==> src/hw/rtl/stts_pkg.sv <==
`timescale 1ns / 1ps
// ----------------------------------------------------------------------------
// stts_pkg
// Shared types, codes and keyword tables for the source text token scanner.
// ----------------------------------------------------------------------------
package stts_pkg;

  localparam int KwCount    = 20;
  localparam int KwMaxLen   = 9;
  localparam int QueueDepth = 4;

  typedef struct packed {
    logic [7:0] in_byte;
    logic       end_of_input;
  } in_item_t;

  typedef struct packed {
    logic [1:0] out_type;
    logic [5:0] token_kind;
    logic [7:0] text_byte;
    logic [3:0] error_code;
    logic       last;
  } out_item_t;

  // One front-end step: up to two results.
  typedef struct packed {
    logic [1:0] count;
    out_item_t  res0;
    out_item_t  res1;
  } step_t;

  localparam logic [1:0] TypeText  = 2'd0;
  localparam logic [1:0] TypeToken = 2'd1;
  localparam logic [1:0] TypeError = 2'd2;

  localparam logic [5:0] TkPlus   = 6'd0;
  localparam logic [5:0] TkMinus  = 6'd1;
  localparam logic [5:0] TkMul    = 6'd2;
  localparam logic [5:0] TkDiv    = 6'd3;
  localparam logic [5:0] TkLpar   = 6'd4;
  localparam logic [5:0] TkRpar   = 6'd5;
  localparam logic [5:0] TkComma  = 6'd6;
  localparam logic [5:0] TkSemi   = 6'd7;
  localparam logic [5:0] TkLbrace = 6'd8;
  localparam logic [5:0] TkRbrace = 6'd9;
  localparam logic [5:0] TkEol    = 6'd10;
  localparam logic [5:0] TkEof    = 6'd11;
  localparam logic [5:0] TkAssign = 6'd12;
  localparam logic [5:0] TkEq     = 6'd13;
  localparam logic [5:0] TkLt     = 6'd14;
  localparam logic [5:0] TkLe     = 6'd15;
  localparam logic [5:0] TkGt     = 6'd16;
  localparam logic [5:0] TkGe     = 6'd17;
  localparam logic [5:0] TkNe     = 6'd18;
  localparam logic [5:0] TkDefine = 6'd19;
  localparam logic [5:0] TkIdent  = 6'd20;
  localparam logic [5:0] TkInt    = 6'd21;
  localparam logic [5:0] TkFloat  = 6'd22;
  localparam logic [5:0] TkString = 6'd23;
  localparam logic [5:0] TkKwBase = 6'd24;

  localparam logic [3:0] ErrUnknown  = 4'd0;
  localparam logic [3:0] ErrZero     = 4'd1;
  localparam logic [3:0] ErrBang     = 4'd2;
  localparam logic [3:0] ErrColon    = 4'd3;
  localparam logic [3:0] ErrDot      = 4'd4;
  localparam logic [3:0] ErrExp      = 4'd5;
  localparam logic [3:0] ErrExpDot   = 4'd6;
  localparam logic [3:0] ErrStrEnd   = 4'd7;
  localparam logic [3:0] ErrStrCtl   = 4'd8;
  localparam logic [3:0] ErrEscape   = 4'd9;
  localparam logic [3:0] ErrHex      = 4'd10;
  localparam logic [3:0] ErrComment  = 4'd11;

  typedef logic [KwMaxLen*8-1:0] kw_text_t;

  // Keyword text, first character in the low byte.
  function automatic kw_text_t kw_text(input logic [4:0] idx);
    kw_text_t t;
    t = '0;
    unique case (idx)
      5'd0:  t = kw_text_t'("cnuf");
      5'd1:  t = kw_text_t'("nruter");
      5'd2:  t = kw_text_t'("46taolf");
      5'd3:  t = kw_text_t'("tni");
      5'd4:  t = kw_text_t'("gnirts");
      5'd5:  t = kw_text_t'("rof");
      5'd6:  t = kw_text_t'("fi");
      5'd7:  t = kw_text_t'("esle");
      5'd8:  t = kw_text_t'("egakcap");
      5'd9:  t = kw_text_t'("niam");
      5'd10: t = kw_text_t'("stupni");
      5'd11: t = kw_text_t'("itupni");
      5'd12: t = kw_text_t'("ftupni");
      5'd13: t = kw_text_t'("tnirp");
      5'd14: t = kw_text_t'("taolf2tni");
      5'd15: t = kw_text_t'("tni2taolf");
      5'd16: t = kw_text_t'("nel");
      5'd17: t = kw_text_t'("rtsbus");
      5'd18: t = kw_text_t'("dro");
      5'd19: t = kw_text_t'("rhc");
      default: t = '0;
    endcase
    return t;
  endfunction

  function automatic logic [3:0] kw_len(input logic [4:0] idx);
    logic [3:0] l;
    l = 4'd0;
    unique case (idx)
      5'd0, 5'd7, 5'd9:                          l = 4'd4;
      5'd1, 5'd4, 5'd10, 5'd11, 5'd12, 5'd17:    l = 4'd6;
      5'd2, 5'd8:                                l = 4'd7;
      5'd3, 5'd5, 5'd16, 5'd18, 5'd19:           l = 4'd3;
      5'd6:                                      l = 4'd2;
      5'd13:                                     l = 4'd5;
      5'd14, 5'd15:                              l = 4'd9;
      default:                                   l = 4'd0;
    endcase
    return l;
  endfunction

endpackage

==> src/hw/rtl/stts_front.sv <==
`timescale 1ns / 1ps
// ----------------------------------------------------------------------------
// stts_front
// Scanner state machine: takes one byte a cycle while step_en is high and forms up to two results.
// ----------------------------------------------------------------------------
module stts_front (
  input  logic              clk,
  input  logic              rst_n,
  input  logic              step_en,
  input  stts_pkg::in_item_t item,
  output stts_pkg::step_t   step
);

  typedef enum logic [4:0] {
    Q_START, Q_ASSIGN, Q_LESS, Q_GREAT, Q_BANG, Q_COLON, Q_SLASH, Q_LINEC,
    Q_BLOCK, Q_BSTAR, Q_IDENT, Q_WORD, Q_INT, Q_ZERO, Q_DOT, Q_FRAC, Q_EXP,
    Q_ESIGN, Q_EDIG, Q_STR, Q_ESC, Q_HEX1, Q_HEX2
  } state_t;

  state_t                        state_r, state_nxt;
  logic [stts_pkg::KwCount-1:0]  alive_r, alive_nxt;
  logic [3:0]                    pos_r, pos_nxt;
  logic [3:0]                    hex_r, hex_nxt;

  logic [7:0] c;
  logic       eoi;
  logic       dig, alpha, hexd;
  logic [3:0] hval;
  logic [stts_pkg::KwCount-1:0] kw_keep, start_keep;
  logic [5:0] kw_kind;
  logic [7:0] hv;

  assign c     = item.in_byte;
  assign eoi   = item.end_of_input;
  assign dig   = !eoi && c >= "0" && c <= "9";
  assign alpha = !eoi && ((c >= "a" && c <= "z") || (c >= "A" && c <= "Z"));
  assign hexd  = dig || (!eoi && ((c >= "a" && c <= "f") || (c >= "A" && c <= "F")));
  assign hval  = (c >= "0" && c <= "9") ? c[3:0] : 4'(c[3:0] + 4'd9);
  assign hv    = {hex_r, hval};

  // Keyword filters for continuing and for a fresh word.
  always_comb begin
    stts_pkg::kw_text_t t;
    for (int i = 0; i < stts_pkg::KwCount; i++) begin
      t = stts_pkg::kw_text(5'(i));
      kw_keep[i] = alive_r[i] && (pos_r < stts_pkg::kw_len(5'(i))) &&
                   (pos_r < 4'(stts_pkg::KwMaxLen)) && (t[pos_r*8 +: 8] == c);
      start_keep[i] = (t[7:0] == c);
    end
  end

  always_comb begin
    kw_kind = stts_pkg::TkIdent;
    for (int i = stts_pkg::KwCount - 1; i >= 0; i--) begin
      if (alive_r[i] && stts_pkg::kw_len(5'(i)) == pos_r) begin
        kw_kind = 6'(stts_pkg::TkKwBase + 6'(i));
      end
    end
  end

  always_comb begin
    logic [1:0]          n;
    stts_pkg::out_item_t r0, r1, e;
    logic                restart;
    logic [5:0]          fin;
    n = 2'd0; r0 = '0; r1 = '0; e = '0;
    restart = 1'b0;
    fin = '0;
    state_nxt = state_r;
    alive_nxt = alive_r;
    pos_nxt   = pos_r;
    hex_nxt   = hex_r;

    // First result of the step; restart may add a second one below.
    unique case (state_r)
      Q_ASSIGN, Q_LESS, Q_GREAT: begin
        if (!eoi && c == "=") begin
          n = 2'd1; r0.out_type = stts_pkg::TypeToken;
          r0.token_kind = (state_r == Q_ASSIGN) ? stts_pkg::TkEq :
                          (state_r == Q_LESS) ? stts_pkg::TkLe : stts_pkg::TkGe;
          state_nxt = Q_START;
        end else begin
          restart = 1'b1;
          fin = (state_r == Q_ASSIGN) ? stts_pkg::TkAssign :
                (state_r == Q_LESS) ? stts_pkg::TkLt : stts_pkg::TkGt;
        end
      end
      Q_BANG, Q_COLON: begin
        n = 2'd1;
        state_nxt = Q_START;
        if (!eoi && c == "=") begin
          r0.out_type = stts_pkg::TypeToken;
          r0.token_kind = (state_r == Q_BANG) ? stts_pkg::TkNe : stts_pkg::TkDefine;
        end else begin
          r0.out_type = stts_pkg::TypeError;
          r0.error_code = (state_r == Q_BANG) ? stts_pkg::ErrBang : stts_pkg::ErrColon;
        end
      end
      Q_SLASH: begin
        if (!eoi && c == "/") state_nxt = Q_LINEC;
        else if (!eoi && c == "*") state_nxt = Q_BLOCK;
        else begin restart = 1'b1; fin = stts_pkg::TkDiv; end
      end
      Q_LINEC: begin
        if (eoi || c == 8'h0a) begin restart = 1'b1; fin = '1; end
      end
      Q_BLOCK, Q_BSTAR: begin
        if (eoi) begin
          n = 2'd1; r0.out_type = stts_pkg::TypeError;
          r0.error_code = stts_pkg::ErrComment; state_nxt = Q_START;
        end else if (c == "*") state_nxt = Q_BSTAR;
        else if (state_r == Q_BSTAR && c == "/") state_nxt = Q_START;
        else state_nxt = Q_BLOCK;
      end
      Q_IDENT: begin
        if (alpha || dig || (!eoi && c == "_")) begin
          n = 2'd1; r0.text_byte = c;
        end else begin restart = 1'b1; fin = stts_pkg::TkIdent; end
      end
      Q_WORD: begin
        if (alpha || dig) begin
          n = 2'd1; r0.text_byte = c;
          alive_nxt = kw_keep;
          pos_nxt = (pos_r < 4'd15) ? 4'(pos_r + 4'd1) : 4'd15;
        end else if (!eoi && c == "_") begin
          n = 2'd1; r0.text_byte = c; state_nxt = Q_IDENT;
        end else begin restart = 1'b1; fin = kw_kind; end
      end
      Q_ZERO, Q_INT: begin
        if (state_r == Q_ZERO && dig) begin
          n = 2'd1; r0.out_type = stts_pkg::TypeError;
          r0.error_code = stts_pkg::ErrZero; state_nxt = Q_START;
        end else if (!eoi && c == ".") begin
          n = 2'd1; r0.text_byte = c; state_nxt = Q_DOT;
        end else if (!eoi && (c == "e" || c == "E")) begin
          n = 2'd1; r0.text_byte = c; state_nxt = Q_EXP;
        end else if (dig) begin
          n = 2'd1; r0.text_byte = c; state_nxt = Q_INT;
        end else begin restart = 1'b1; fin = stts_pkg::TkInt; end
      end
      Q_DOT: begin
        n = 2'd1;
        if (dig) begin r0.text_byte = c; state_nxt = Q_FRAC; end
        else begin
          r0.out_type = stts_pkg::TypeError; r0.error_code = stts_pkg::ErrDot;
          state_nxt = Q_START;
        end
      end
      Q_FRAC: begin
        if (dig) begin n = 2'd1; r0.text_byte = c; end
        else if (!eoi && (c == "e" || c == "E")) begin
          n = 2'd1; r0.text_byte = c; state_nxt = Q_EXP;
        end else begin restart = 1'b1; fin = stts_pkg::TkFloat; end
      end
      Q_EXP, Q_ESIGN: begin
        n = 2'd1;
        if (dig) begin r0.text_byte = c; state_nxt = Q_EDIG; end
        else if (state_r == Q_EXP && !eoi && (c == "+" || c == "-")) begin
          r0.text_byte = c; state_nxt = Q_ESIGN;
        end else begin
          r0.out_type = stts_pkg::TypeError; r0.error_code = stts_pkg::ErrExp;
          state_nxt = Q_START;
        end
      end
      Q_EDIG: begin
        if (dig) begin n = 2'd1; r0.text_byte = c; end
        else if (!eoi && c == ".") begin
          n = 2'd1; r0.out_type = stts_pkg::TypeError;
          r0.error_code = stts_pkg::ErrExpDot; state_nxt = Q_START;
        end else begin restart = 1'b1; fin = stts_pkg::TkFloat; end
      end
      Q_STR: begin
        priority if (!eoi && c == "\"") begin
          n = 2'd1; r0.out_type = stts_pkg::TypeToken;
          r0.token_kind = stts_pkg::TkString; state_nxt = Q_START;
        end else if (eoi || c == 8'h0a) begin
          n = 2'd1; r0.out_type = stts_pkg::TypeError;
          r0.error_code = stts_pkg::ErrStrEnd; state_nxt = Q_START;
        end else if (c <= 8'd31) begin
          n = 2'd1; r0.out_type = stts_pkg::TypeError;
          r0.error_code = stts_pkg::ErrStrCtl; state_nxt = Q_START;
        end else if (c == "\\") state_nxt = Q_ESC;
        else begin n = 2'd1; r0.text_byte = c; end
      end
      Q_ESC: begin
        n = 2'd1;
        state_nxt = Q_STR;
        priority if (eoi || c == 8'h0a) begin
          r0.out_type = stts_pkg::TypeError; r0.error_code = stts_pkg::ErrStrEnd;
          state_nxt = Q_START;
        end else if (c == "\"") r0.text_byte = c;
        else if (c == "n") r0.text_byte = 8'h0a;
        else if (c == "t") r0.text_byte = 8'h09;
        else if (c == "\\") r0.text_byte = c;
        else if (c == "x") begin n = 2'd0; state_nxt = Q_HEX1; end
        else begin
          r0.out_type = stts_pkg::TypeError; r0.error_code = stts_pkg::ErrEscape;
          state_nxt = Q_START;
        end
      end
      Q_HEX1: begin
        if (hexd) begin hex_nxt = hval; state_nxt = Q_HEX2; end
        else begin
          n = 2'd1; r0.out_type = stts_pkg::TypeError;
          r0.error_code = stts_pkg::ErrHex; state_nxt = Q_START;
        end
      end
      Q_HEX2: begin
        n = 2'd1;
        if (hexd && hv != 8'd0) begin r0.text_byte = hv; state_nxt = Q_STR; end
        else begin
          r0.out_type = stts_pkg::TypeError; r0.error_code = stts_pkg::ErrHex;
          state_nxt = Q_START;
        end
      end
      default: begin restart = 1'b1; fin = '1; end
    endcase

    // Pending token ends: emit it (unless from comment/start) then rescan.
    if (restart) begin
      if (fin != '1) begin
        n = 2'd1; r0 = '0; r0.out_type = stts_pkg::TypeToken; r0.token_kind = fin;
      end
      e = '0;
      state_nxt = Q_START;
      priority if (eoi) begin e.out_type = stts_pkg::TypeToken; e.token_kind = stts_pkg::TkEof; end
      else if (c == " " || c == 8'h09 || c == 8'h0b || c == 8'h0c || c == 8'h0d) e.last = 1'b1;
      else if (c == 8'h0a) begin e.out_type = stts_pkg::TypeToken; e.token_kind = stts_pkg::TkEol; end
      else if (c == "+") begin e.out_type = stts_pkg::TypeToken; e.token_kind = stts_pkg::TkPlus; end
      else if (c == "-") begin e.out_type = stts_pkg::TypeToken; e.token_kind = stts_pkg::TkMinus; end
      else if (c == "*") begin e.out_type = stts_pkg::TypeToken; e.token_kind = stts_pkg::TkMul; end
      else if (c == "(") begin e.out_type = stts_pkg::TypeToken; e.token_kind = stts_pkg::TkLpar; end
      else if (c == ")") begin e.out_type = stts_pkg::TypeToken; e.token_kind = stts_pkg::TkRpar; end
      else if (c == ",") begin e.out_type = stts_pkg::TypeToken; e.token_kind = stts_pkg::TkComma; end
      else if (c == ";") begin e.out_type = stts_pkg::TypeToken; e.token_kind = stts_pkg::TkSemi; end
      else if (c == "{") begin e.out_type = stts_pkg::TypeToken; e.token_kind = stts_pkg::TkLbrace; end
      else if (c == "}") begin e.out_type = stts_pkg::TypeToken; e.token_kind = stts_pkg::TkRbrace; end
      else if (c == "/") begin e.last = 1'b1; state_nxt = Q_SLASH; end
      else if (c == "=") begin e.last = 1'b1; state_nxt = Q_ASSIGN; end
      else if (c == "<") begin e.last = 1'b1; state_nxt = Q_LESS; end
      else if (c == ">") begin e.last = 1'b1; state_nxt = Q_GREAT; end
      else if (c == "!") begin e.last = 1'b1; state_nxt = Q_BANG; end
      else if (c == ":") begin e.last = 1'b1; state_nxt = Q_COLON; end
      else if (c == "\"") begin e.last = 1'b1; state_nxt = Q_STR; end
      else if (c == "_") begin e.text_byte = c; state_nxt = Q_IDENT; end
      else if (alpha) begin
        e.text_byte = c; alive_nxt = start_keep; pos_nxt = 4'd1; state_nxt = Q_WORD;
      end else if (dig) begin
        e.text_byte = c; state_nxt = (c == "0") ? Q_ZERO : Q_INT;
      end else begin e.out_type = stts_pkg::TypeError; e.error_code = stts_pkg::ErrUnknown; end
      // e.last marks "no result" here; clear it after use.
      if (!e.last) begin
        if (n == 2'd0) r0 = e; else r1 = e;
        n = 2'(n + 2'd1);
      end
      r1.last = 1'b0;
      r0.last = 1'b0;
    end

    if (n == 2'd1) r0.last = 1'b1;
    if (n == 2'd2) r1.last = 1'b1;
    step.count = n;
    step.res0  = r0;
    step.res1  = r1;
  end

  always_ff @(posedge clk) begin
    if (!rst_n) begin
      state_r <= Q_START;
      alive_r <= '0;
      pos_r   <= '0;
      hex_r   <= '0;
    end else if (step_en) begin
      state_r <= state_nxt;
      alive_r <= alive_nxt;
      pos_r   <= pos_nxt;
      hex_r   <= hex_nxt;
    end
  end

endmodule

==> src/hw/rtl/stts_queue.sv <==
`timescale 1ns / 1ps
// ----------------------------------------------------------------------------
// stts_queue
// Result queue: takes zero to two results a cycle, gives one a cycle when read and not empty.
// ----------------------------------------------------------------------------
module stts_queue #(
  parameter int Depth = stts_pkg::QueueDepth
) (
  input  logic                clk,
  input  logic                rst_n,
  input  logic                wr_en,
  input  stts_pkg::step_t     wr_step,
  input  logic                rd_en,
  output stts_pkg::out_item_t rd_item,
  output logic                empty,
  output logic                room2
);

  localparam int Aw = $clog2(Depth);

  stts_pkg::out_item_t    mem_r [Depth];
  logic [Aw-1:0]          wp_r, rp_r;
  logic [Aw:0]            cnt_r, cnt_nxt;
  logic [1:0]             n;

  assign n       = wr_en ? wr_step.count : 2'd0;
  assign empty   = (cnt_r == '0);
  assign room2   = (cnt_r <= (Aw+1)'(Depth - 2));
  assign rd_item = mem_r[rp_r];
  assign cnt_nxt = (Aw+1)'(cnt_r + (Aw+1)'(n) - (Aw+1)'(rd_en && !empty));

  always_ff @(posedge clk) begin
    if (n != 2'd0) mem_r[wp_r] <= wr_step.res0;
    if (n == 2'd2) mem_r[Aw'(wp_r + Aw'(1))] <= wr_step.res1;
  end

  always_ff @(posedge clk) begin
    if (!rst_n) begin
      wp_r  <= '0;
      rp_r  <= '0;
      cnt_r <= '0;
    end else begin
      wp_r  <= Aw'(wp_r + Aw'(n));
      if (rd_en && !empty) rp_r <= Aw'(rp_r + Aw'(1));
      cnt_r <= cnt_nxt;
    end
  end

endmodule

==> src/hw/rtl/source_text_token_scanner.sv <==
`timescale 1ns / 1ps
// ----------------------------------------------------------------------------
// source_text_token_scanner
// Byte-serial lexer: source bytes in, text bytes, tokens and errors out.
//
//   channel | handshake    | payload
//   input   | push / full  | in_item  (in_byte, end_of_input)
//   result  | pop / empty  | out_item (out_type, token_kind, text_byte, ...)
//
// One byte is scanned per cycle while full is low; each byte gives up to two results,
// written into a small result queue that is read one per cycle while pop is high.
// full is raised while the queue cannot take two more results.
// Reset clears the scanner state and empties the queue.
// A stalled result side only stops input once the queue fills.
// ----------------------------------------------------------------------------
module source_text_token_scanner #(
  parameter int QueueDepth = stts_pkg::QueueDepth
) (
  input  logic                clk,
  input  logic                rst_n,
  input  logic                push,
  output logic                full,
  input  stts_pkg::in_item_t  in_item,
  output logic                empty,
  input  logic                pop,
  output stts_pkg::out_item_t out_item
);

  stts_pkg::step_t step;
  logic            room2;
  logic            accept;

  assign full   = !room2;
  assign accept = push && !full;

  stts_front u_front (
    .clk     (clk),
    .rst_n   (rst_n),
    .step_en (accept),
    .item    (in_item),
    .step    (step)
  );

  stts_queue #(.Depth(QueueDepth)) u_queue (
    .clk     (clk),
    .rst_n   (rst_n),
    .wr_en   (accept),
    .wr_step (step),
    .rd_en   (pop),
    .rd_item (out_item),
    .empty   (empty),
    .room2   (room2)
  );

  a_no_three: assert property (@(posedge clk) disable iff (!rst_n)
    step.count != 2'd3) else $error("more than two results in one step");
  a_last_tail: assert property (@(posedge clk) disable iff (!rst_n)
    (step.count == 2'd2) |-> (step.res1.last && !step.res0.last))
    else $error("last flag misplaced");
  a_full_blocks: assert property (@(posedge clk) disable iff (!rst_n)
    (full && !pop) |=> full) else $error("full dropped without a transfer out");

endmodule

==> config.mk <==
export PLATFORM = sky130hd
export DESIGN_NAME = source_text_token_scanner
export DESIGN_NICKNAME = d
export VERILOG_FILES = /design/src/hw/rtl/stts_pkg.sv /design/src/hw/rtl/stts_front.sv /design/src/hw/rtl/stts_queue.sv /design/src/hw/rtl/source_text_token_scanner.sv
export SDC_FILE = /design/constraint.sdc
export NUM_CORES = 1
export LEC_CHECK = 0
export ABC_CLOCK_PERIOD_IN_PS = 4900
export BUFFER_PORTS_ARGS = -buffer_cell sky130_fd_sc_hd__buf_2
export CAP_MARGIN = 10
export CORE_UTILIZATION = 32
export CTS_CLUSTER_DIAMETER = 100
export DETAILED_ROUTE_END_ITERATION = 8
export GPL_ROUTABILITY_DRIVEN = 1
export PLACE_DENSITY = 0.53
export SKIP_CTS_REPAIR_TIMING = 1
export SLEW_MARGIN = 20
export SYNTH_ARGS = -nofsm -noshare
export SYNTH_HDL_FRONTEND = slang
export SYNTH_SLANG_ARGS = --single-unit
export TNS_END_PERCENT = 20
==> constraint.sdc <==
create_clock -name clk -period 4.9 [get_ports clk]
set_input_delay 0.735 -clock clk [delete_from_list [all_inputs] [get_ports clk]]
set_output_delay 0.735 -clock clk [all_outputs]
set_load 0.02 [all_outputs]
==> reports/qor.yml, run 1 <==
run_status:
  outcome: "finished, final reports clean"
sta:
  min_period_over_period: 0.863
  rsz0062_at_grt: "no"
  worst_slack_ps: 670
  tightestPinTransition_ps: 1040
  clock_skew_ps: 12.4
  slew_violations: 0
  hold_ws_ps: 458
  fin_setup_tns_ps: 0
  finalHoldViolCount: 0
  max_freq_ghz: 0.236
  max_slew_margin: 0.287
  fin_crit_ps: 4230
  setup_viol: 0
cells_and_area:
  diodes: 0
  num-fill-cells: 3413
  final_design_area_no_fill_um2: 12100
  layout-drive-gt1-share: 0.145
  nets: 1348
  area_growth_pct: 13.0
  regArea_um2: 3130
  multi_input_area_um2: 6960
clock_network:
  htreeDepth: 4
  cts_root_buffer: "clkbuf_16"
  cts_tree: "built"
  cts.clk_slew.worst_paths_ps: 60
  cts.sinks: 126
  numCtsBuffers: 17
  clkLatencyLatePin_ps: 430
  clock_path_buffers: 2
routing:
  antenna_left: 0
  routedWlPerCell_um: 22.9
  drtIter0Drc: 1109
  dr.pass1.iters: 6
  drc: 0
  vias: 10800
  avgViaCountPerCell: 6.11
  wl_um: 40400
synth:
  syn_avg_cell_area_um2: 8.17
  synth_cell_types: 92
  yosys.area.top_type: "edfxtp_1"
  synthCells: 1310
  synthTopCellsByCount: "nand2_1 (114), nor2_1 (102), clkbuf_1 (90)"
  synth_edf_count: 60
  synth_seq_cells: 126
  syn-num-nets: 1347
  async_reset_ff_frac: 0
  synthTopCellsByArea: "edfxtp_1 (17%), dfxtp_1 (12%), mux4_2 (4.4%), o21ai_0 (4.2%), nand2_1 (4.0%)"
  synth.most_common_cell: "nand2_1"
  yosysSeqAreaShare: 0.292
  synthFlopType: "dfxtp_1"
  syn-cell-area_um2: 10700
  yosysWarningCount: 0
  synth_top_cell_area_share: 0.168
power_and_ir_drop:
  p_int_mw: 2.78
  switchingPower_mw: 1.91
  power.density_nw_per_um2: 388
  pwr-share-seq: 0.313
  irDropWorstVdd_mv: 0.253
  p_leak_nw: 4.39
  pwr-share-clk: 0.261
  p_comb_frac: 0.426
  p_total_mw: 4.69
  sw_frac_of_total: 0.408
place:
  gp_congestion: 0.961
  dp_hpwl_um: 29500
  dpl_cell_area_um2: 11500
  dp_slack_ps: 402
  port_buffers: 35
setup_path:
  cp_max_fo: 14
  worst_path_max_delay_cell: "a2111oi_0"
  cpMostUsedCell: "buf_4"
  crit_required_ps: 5070
  worst_setup_path_start_kind: "primary input"
  crit_chain: "buf_2, ha_1, buf_4, o21bai_1, a311o_1, buf_4, o211ai_1, nor3_1, and3_1, a2111oi_0, buf_4, o22ai_1"
  criticalPathCategory: "in2reg"
  slowest_delay_ps: 870
  end_kind: "flip-flop"
  arrival_ps: 4400
die:
  die_h_um: 185
  dieArea_um2: 34200
  die_x_um: 185
  num_rows: 66
  initial_utilization: 0.327
  ioPinCount: 36
  core-area_um2: 32700
grt:
  grt_max_degree: 51
  gr-total-overflow: 0
  globalRouteMet2Util: 0.368
  grt_first_pass_wirelength_um: 61100
  busiest_layer: "met2"
  met3_usage: 0.0458
  globalRouteMet1Util: 0.325
  antenna_found_initial: 0
  grt_pass1_vias: 9893
  grt_usage: 0.237
hold_path:
  hold_path_class: "reg2reg"
job:
  max-cap-violations: 0
## cell usage in the layout (no fill, tap or decap), types with 10 or more instances in the layout
cell type / count
buf_2: 35
buf_4: 71
nor2b_1: 24
a21oi_1: 70
o211ai_1: 16
or3_1: 12
and2_1: 15
a31oi_1: 30
nand4_1: 10
xnor2_1: 41
ha_1: 23
mux4_2: 21
o2bb2ai_1: 12
mux2i_1: 34
nand2_1: 114
clkbuf_16: 18
o22ai_1: 37
xor2_1: 17
a211oi_1: 14
edfxtp_1: 60
and3_1: 14
dfxtp_1: 63
nor2_1: 102
nor3_1: 43
a22o_1: 16
inv_1: 23
nand3_1: 55
o21ai_0: 88
nand2b_1: 17
## sequential cells by signal, summed over array words and instances (netlist names), named ones only
register         flops
u_queue.rp_r         2
u_queue.cnt_r        3
u_front.hex_r        4
u_front.alive_r     20
u_queue.wp_r         2
u_queue.mem_r       84
u_front.pos_r        4
u_front.state_r      5
## final timing paths
check | start | end | slack (ps) | depth (start not counted)
setup / recovery | in_item[1] | u_queue.mem_r[1][13] | 670 | 12
hold / removal | u_queue.mem_r[1][17] | u_queue.mem_r[1][17] | 460 | 2
setup reg to reg | u_front.pos_r[1] | u_queue.mem_r[0][17] | 960 | 10
hold reg to reg | u_queue.mem_r[1][17] | u_queue.mem_r[1][17] | 460 | 2
## cells by family after synthesis
| kind of cell | synth area share |
|---|---|
| simple gates | 0.235 |
| compound gates | 0.260 |
| buf+inv | 0.0583 |
| flops | 0.292 |
| xor+xnor | 0.0475 |
| mux | 0.0781 |
| fa+ha+maj | 0.0288 |
## metrics by stage
stage / instances / util
floorplan: 1310 / -
global placement: 1734 / 0.352
detailed placement: 1734 / 0.352
CTS: 1766 / 0.370
global route: 1766 / 0.370
finish: 1766 / 0.370
## routing by layer
layer / vias to the layer above / wire [um]
met2: 527 / 18000
met5: - / 0
li1: 4962 / -
met3: 77 / 3230
met1: 5230 / 17800
met4: 0 / 1290
## power groups by stage
stage          Sequential [mW]  Combinational [mW]  Clock [mW]
5_1_grt                   1.49                2.16        1.29
6_report                  1.47                2.00        1.23
4_1_cts                   1.47                1.98        1.25
2_1_floorplan             1.43                1.37           0
3_5_place_dp              1.49                1.98           0
3_3_place_gp              1.49                1.97           0
## critical path, delay by kind of cell
kind,cells,cell delay [ps]
AND/OR/NAND/NOR,2,480
AO/OA/AOI/OAI,5,1870
adder cells (fa/ha/maj),1,340
buffers and inverters,4,970
## area by class of cell
type	instances	area share
Multi-Input combinational cell	1030	0.575
Clock inverter	14	0.00993
Sequential cell	126	0.259
Timing Repair Buffer	110	0.0652
Clock buffer	18	0.0372
Tap cell	442	0.0457
Inverter	26	0.00807
Note: power is estimated with default switching activity, not from simulation.
==> run 2: changes to the inputs <==
Settings changed: CORE_UTILIZATION 32 to 28, PLACE_DENSITY 0.53 to 0.49, TNS_END_PERCENT 20 to 50.
==> run 2 against run 1 <==
  * Die area up 14%
  * Non-clock buffer count rose by 7
  * Combinational power about the same
  * Via count hardly changed
  * Routed wire length grew 2.4%
  * Critical path type unchanged
  * Critical endpoint is now u_queue.mem_r[3][8]
==> reports/qor.yml, run 2 (synthesis gave the netlist of run 1 again) <==
setup_path:
  rr_startpoint: "u_front.state_r[4]"
  crit_required_ps: 5020
  reg2reg_depth: 8
  end_kind: "flip-flop"
  crit_chain: "buf_2, inv_1, ha_1, or2_2, a21oi_1, o21ai_0, a41oi_1, nor2_1, inv_1, ha_1, nor2_1, o21a_1, a211oi_4, nand3_4, nand2_1, buf_4"
  cp_max_fo: 16
  worst_setup_path_start_kind: "primary input"
  arrival_ps: 4370
  worst_path_max_delay_cell: "ha_1"
  r2r-end: "u_queue.mem_r[1][6]"
  slowest_delay_ps: 560
  r2r_slack_ps: 1120
  crit_family: "compound AO/OA/AOI/OAI gates"
  cp_num_buf_inv: 4
  criticalPathCategory: "in2reg"
sta:
  setup_viol: 0
  clock_skew_ps: 20.8
  tightestPinTransition_ps: 924
  min_period_over_period: 0.868
  max_freq_ghz: 0.235
  max_slew_margin: 0.382
  slew_violations: 0
  finalHoldViolCount: 0
  worst_slack_ps: 649
  rsz0062_at_grt: "no"
  fin_crit_ps: 4250
  fin_setup_tns_ps: 0
routing:
  vias: 10800
  drc: 0
  dr.pass1.iters: 7
  routedWlPerCell_um: 22.4
  drtIter0Drc: 1338
  antenna_left: 0
  avgViaCountPerCell: 5.86
  wl_um: 41300
die:
  die_h_um: 198
  core-area_um2: 37700
  dieArea_um2: 39000
  initial_utilization: 0.284
  ioPinCount: 36
  num_rows: 71
  die_x_um: 198
place:
  port_buffers: 35
  placed_cells: 1810
  gp_congestion: 0.953
  dp_slack_ps: 317
  dp_hpwl_um: 30400
clock_network:
  numCtsBuffers: 17
  cts_tree: "built"
  htreeDepth: 4
  cts.clk_slew.worst_paths_ps: 60
  clock_path_buffers: 2
  clkLatencyLatePin_ps: 430
  cts.sinks: 126
  cts_root_buffer: "clkbuf_16"
cells_and_area:
  area_growth_pct: 13.8
  reg_top3: "u_queue.mem_r: 84 flops, u_front.alive_r: 20 flops, u_front.state_r: 5 flops"
  num-fill-cells: 4032
  diodes: 0
  final_cell_mix: "nand2_1 (114), nor2_1 (102), o21ai_0 (89)"
  regMostFlops: "u_queue.mem_r"
  layout-drive-gt1-share: 0.148
  layout_commonest_cell: "nand2_1"
  largest_register_ff_count: 84
  fin_cells: 1842
  nets: 1355
power_and_ir_drop:
  switchingPower_mw: 1.90
  p_comb_frac: 0.431
  sw_frac_of_total: 0.405
  pwr-share-clk: 0.256
  irDropWorstVdd_mv: 0.281
  power.density_nw_per_um2: 384
  p_int_mw: 2.78
  pwr-share-seq: 0.313
  p_leak_nw: 4.40
grt:
  gr-total-overflow: 0
  grt_pass1_vias: 10300
  grt_first_pass_wirelength_um: 63600
  grt_max_degree: 62
  antenna_found_initial: 1
  grt_usage: 0.212
hold_path:
  hp-start: "u_queue.mem_r[2][2]"
  whs_endpoint: "u_queue.mem_r[2][2]"
  worstHoldPathCells: 2
  hold_path_class: "reg2reg"
job:
  max-cap-violations: 0
run_status:
  outcome: "finished, final reports clean"
run 2: cell count changes in the layout (fill, tap and decap cells not counted), sizes merged:
| cell | change |
|---|---|
| inv | -2 |
| clkbuf | +1 |
| clkinvlp | +1 |
| buf | +7 |
run 2: how the worst max path moves through the flow:
| stage | cells after the start | slack (ps) | end | from |
|---|---|---|---|---|
| floorplan | 19 | 70 | u_queue.mem_r[2][0] | in_item[2] |
| global placement | 18 | 360 | u_queue.cnt_r[2] | in_item[2] |
| detailed placement | 16 | 320 | u_queue.mem_r[3][7] | in_item[2] |
| CTS | 16 | 730 | u_queue.mem_r[3][7] | in_item[2] |
| global route | 16 | 420 | u_queue.mem_r[3][8] | in_item[2] |
| finish | 16 | 650 | u_queue.mem_r[3][8] | in_item[2] |
run 2: final cells by class:
cell class              count  area (um^2)  area share
well taps                 511          639      0.0525
repair buffers            117          803      0.0659
inverters                  26         97.6     0.00801
flip-flops and latches    126         3130       0.257
clock buffers              19          454      0.0373
multi-input cells        1030         6960       0.571
clock inverters            13          103     0.00842
run 2: worst min-delay path: stages, from the launching register on:
cell and delay, ps:
dfxtp_1 310, nand2_1 50, mux2i_1 60
run 2: routing by layer:
| metal | track usage | vias up | wire length (um) |
|---|---|---|---|
| li1 | - | 4990 | - |
| met1 | 0.295 | 5250 | 18700 |
| met2 | 0.334 | 484 | 18700 |
| met3 | 0.0347 | 77 | 2760 |
| met4 | 0.0686 | 2 | 1110 |
| met5 | 0 | - | 10 |
run 2: through the flow:
step / power (mW) / utilization / instance area (um^2) / hold WS (ps)
2_1_floorplan: 2.80 / - / 10700 / 435
4_1_cts: 4.71 / 0.323 / 12200 / 463
5_1_grt: 4.95 / 0.323 / 12200 / 480
3_5_place_dp: 3.50 / 0.309 / 11600 / 451
6_report: 4.68 / 0.323 / 12200 / 461
3_3_place_gp: 3.49 / 0.309 / 11600 / 442
run 2: power groups by stage:
| stage | Combinational (mW) | Sequential [mW] | Clock (mW) |
|---|---|---|---|
| final | 2.02 | 1.47 | 1.20 |
| after global routing | 2.18 | 1.49 | 1.27 |
| after detailed placement | 2.01 | 1.49 | 0 |
| after global placement | 2.01 | 1.48 | 0 |
| after floorplan | 1.37 | 1.43 | 0 |
| after CTS | 2.02 | 1.47 | 1.22 |
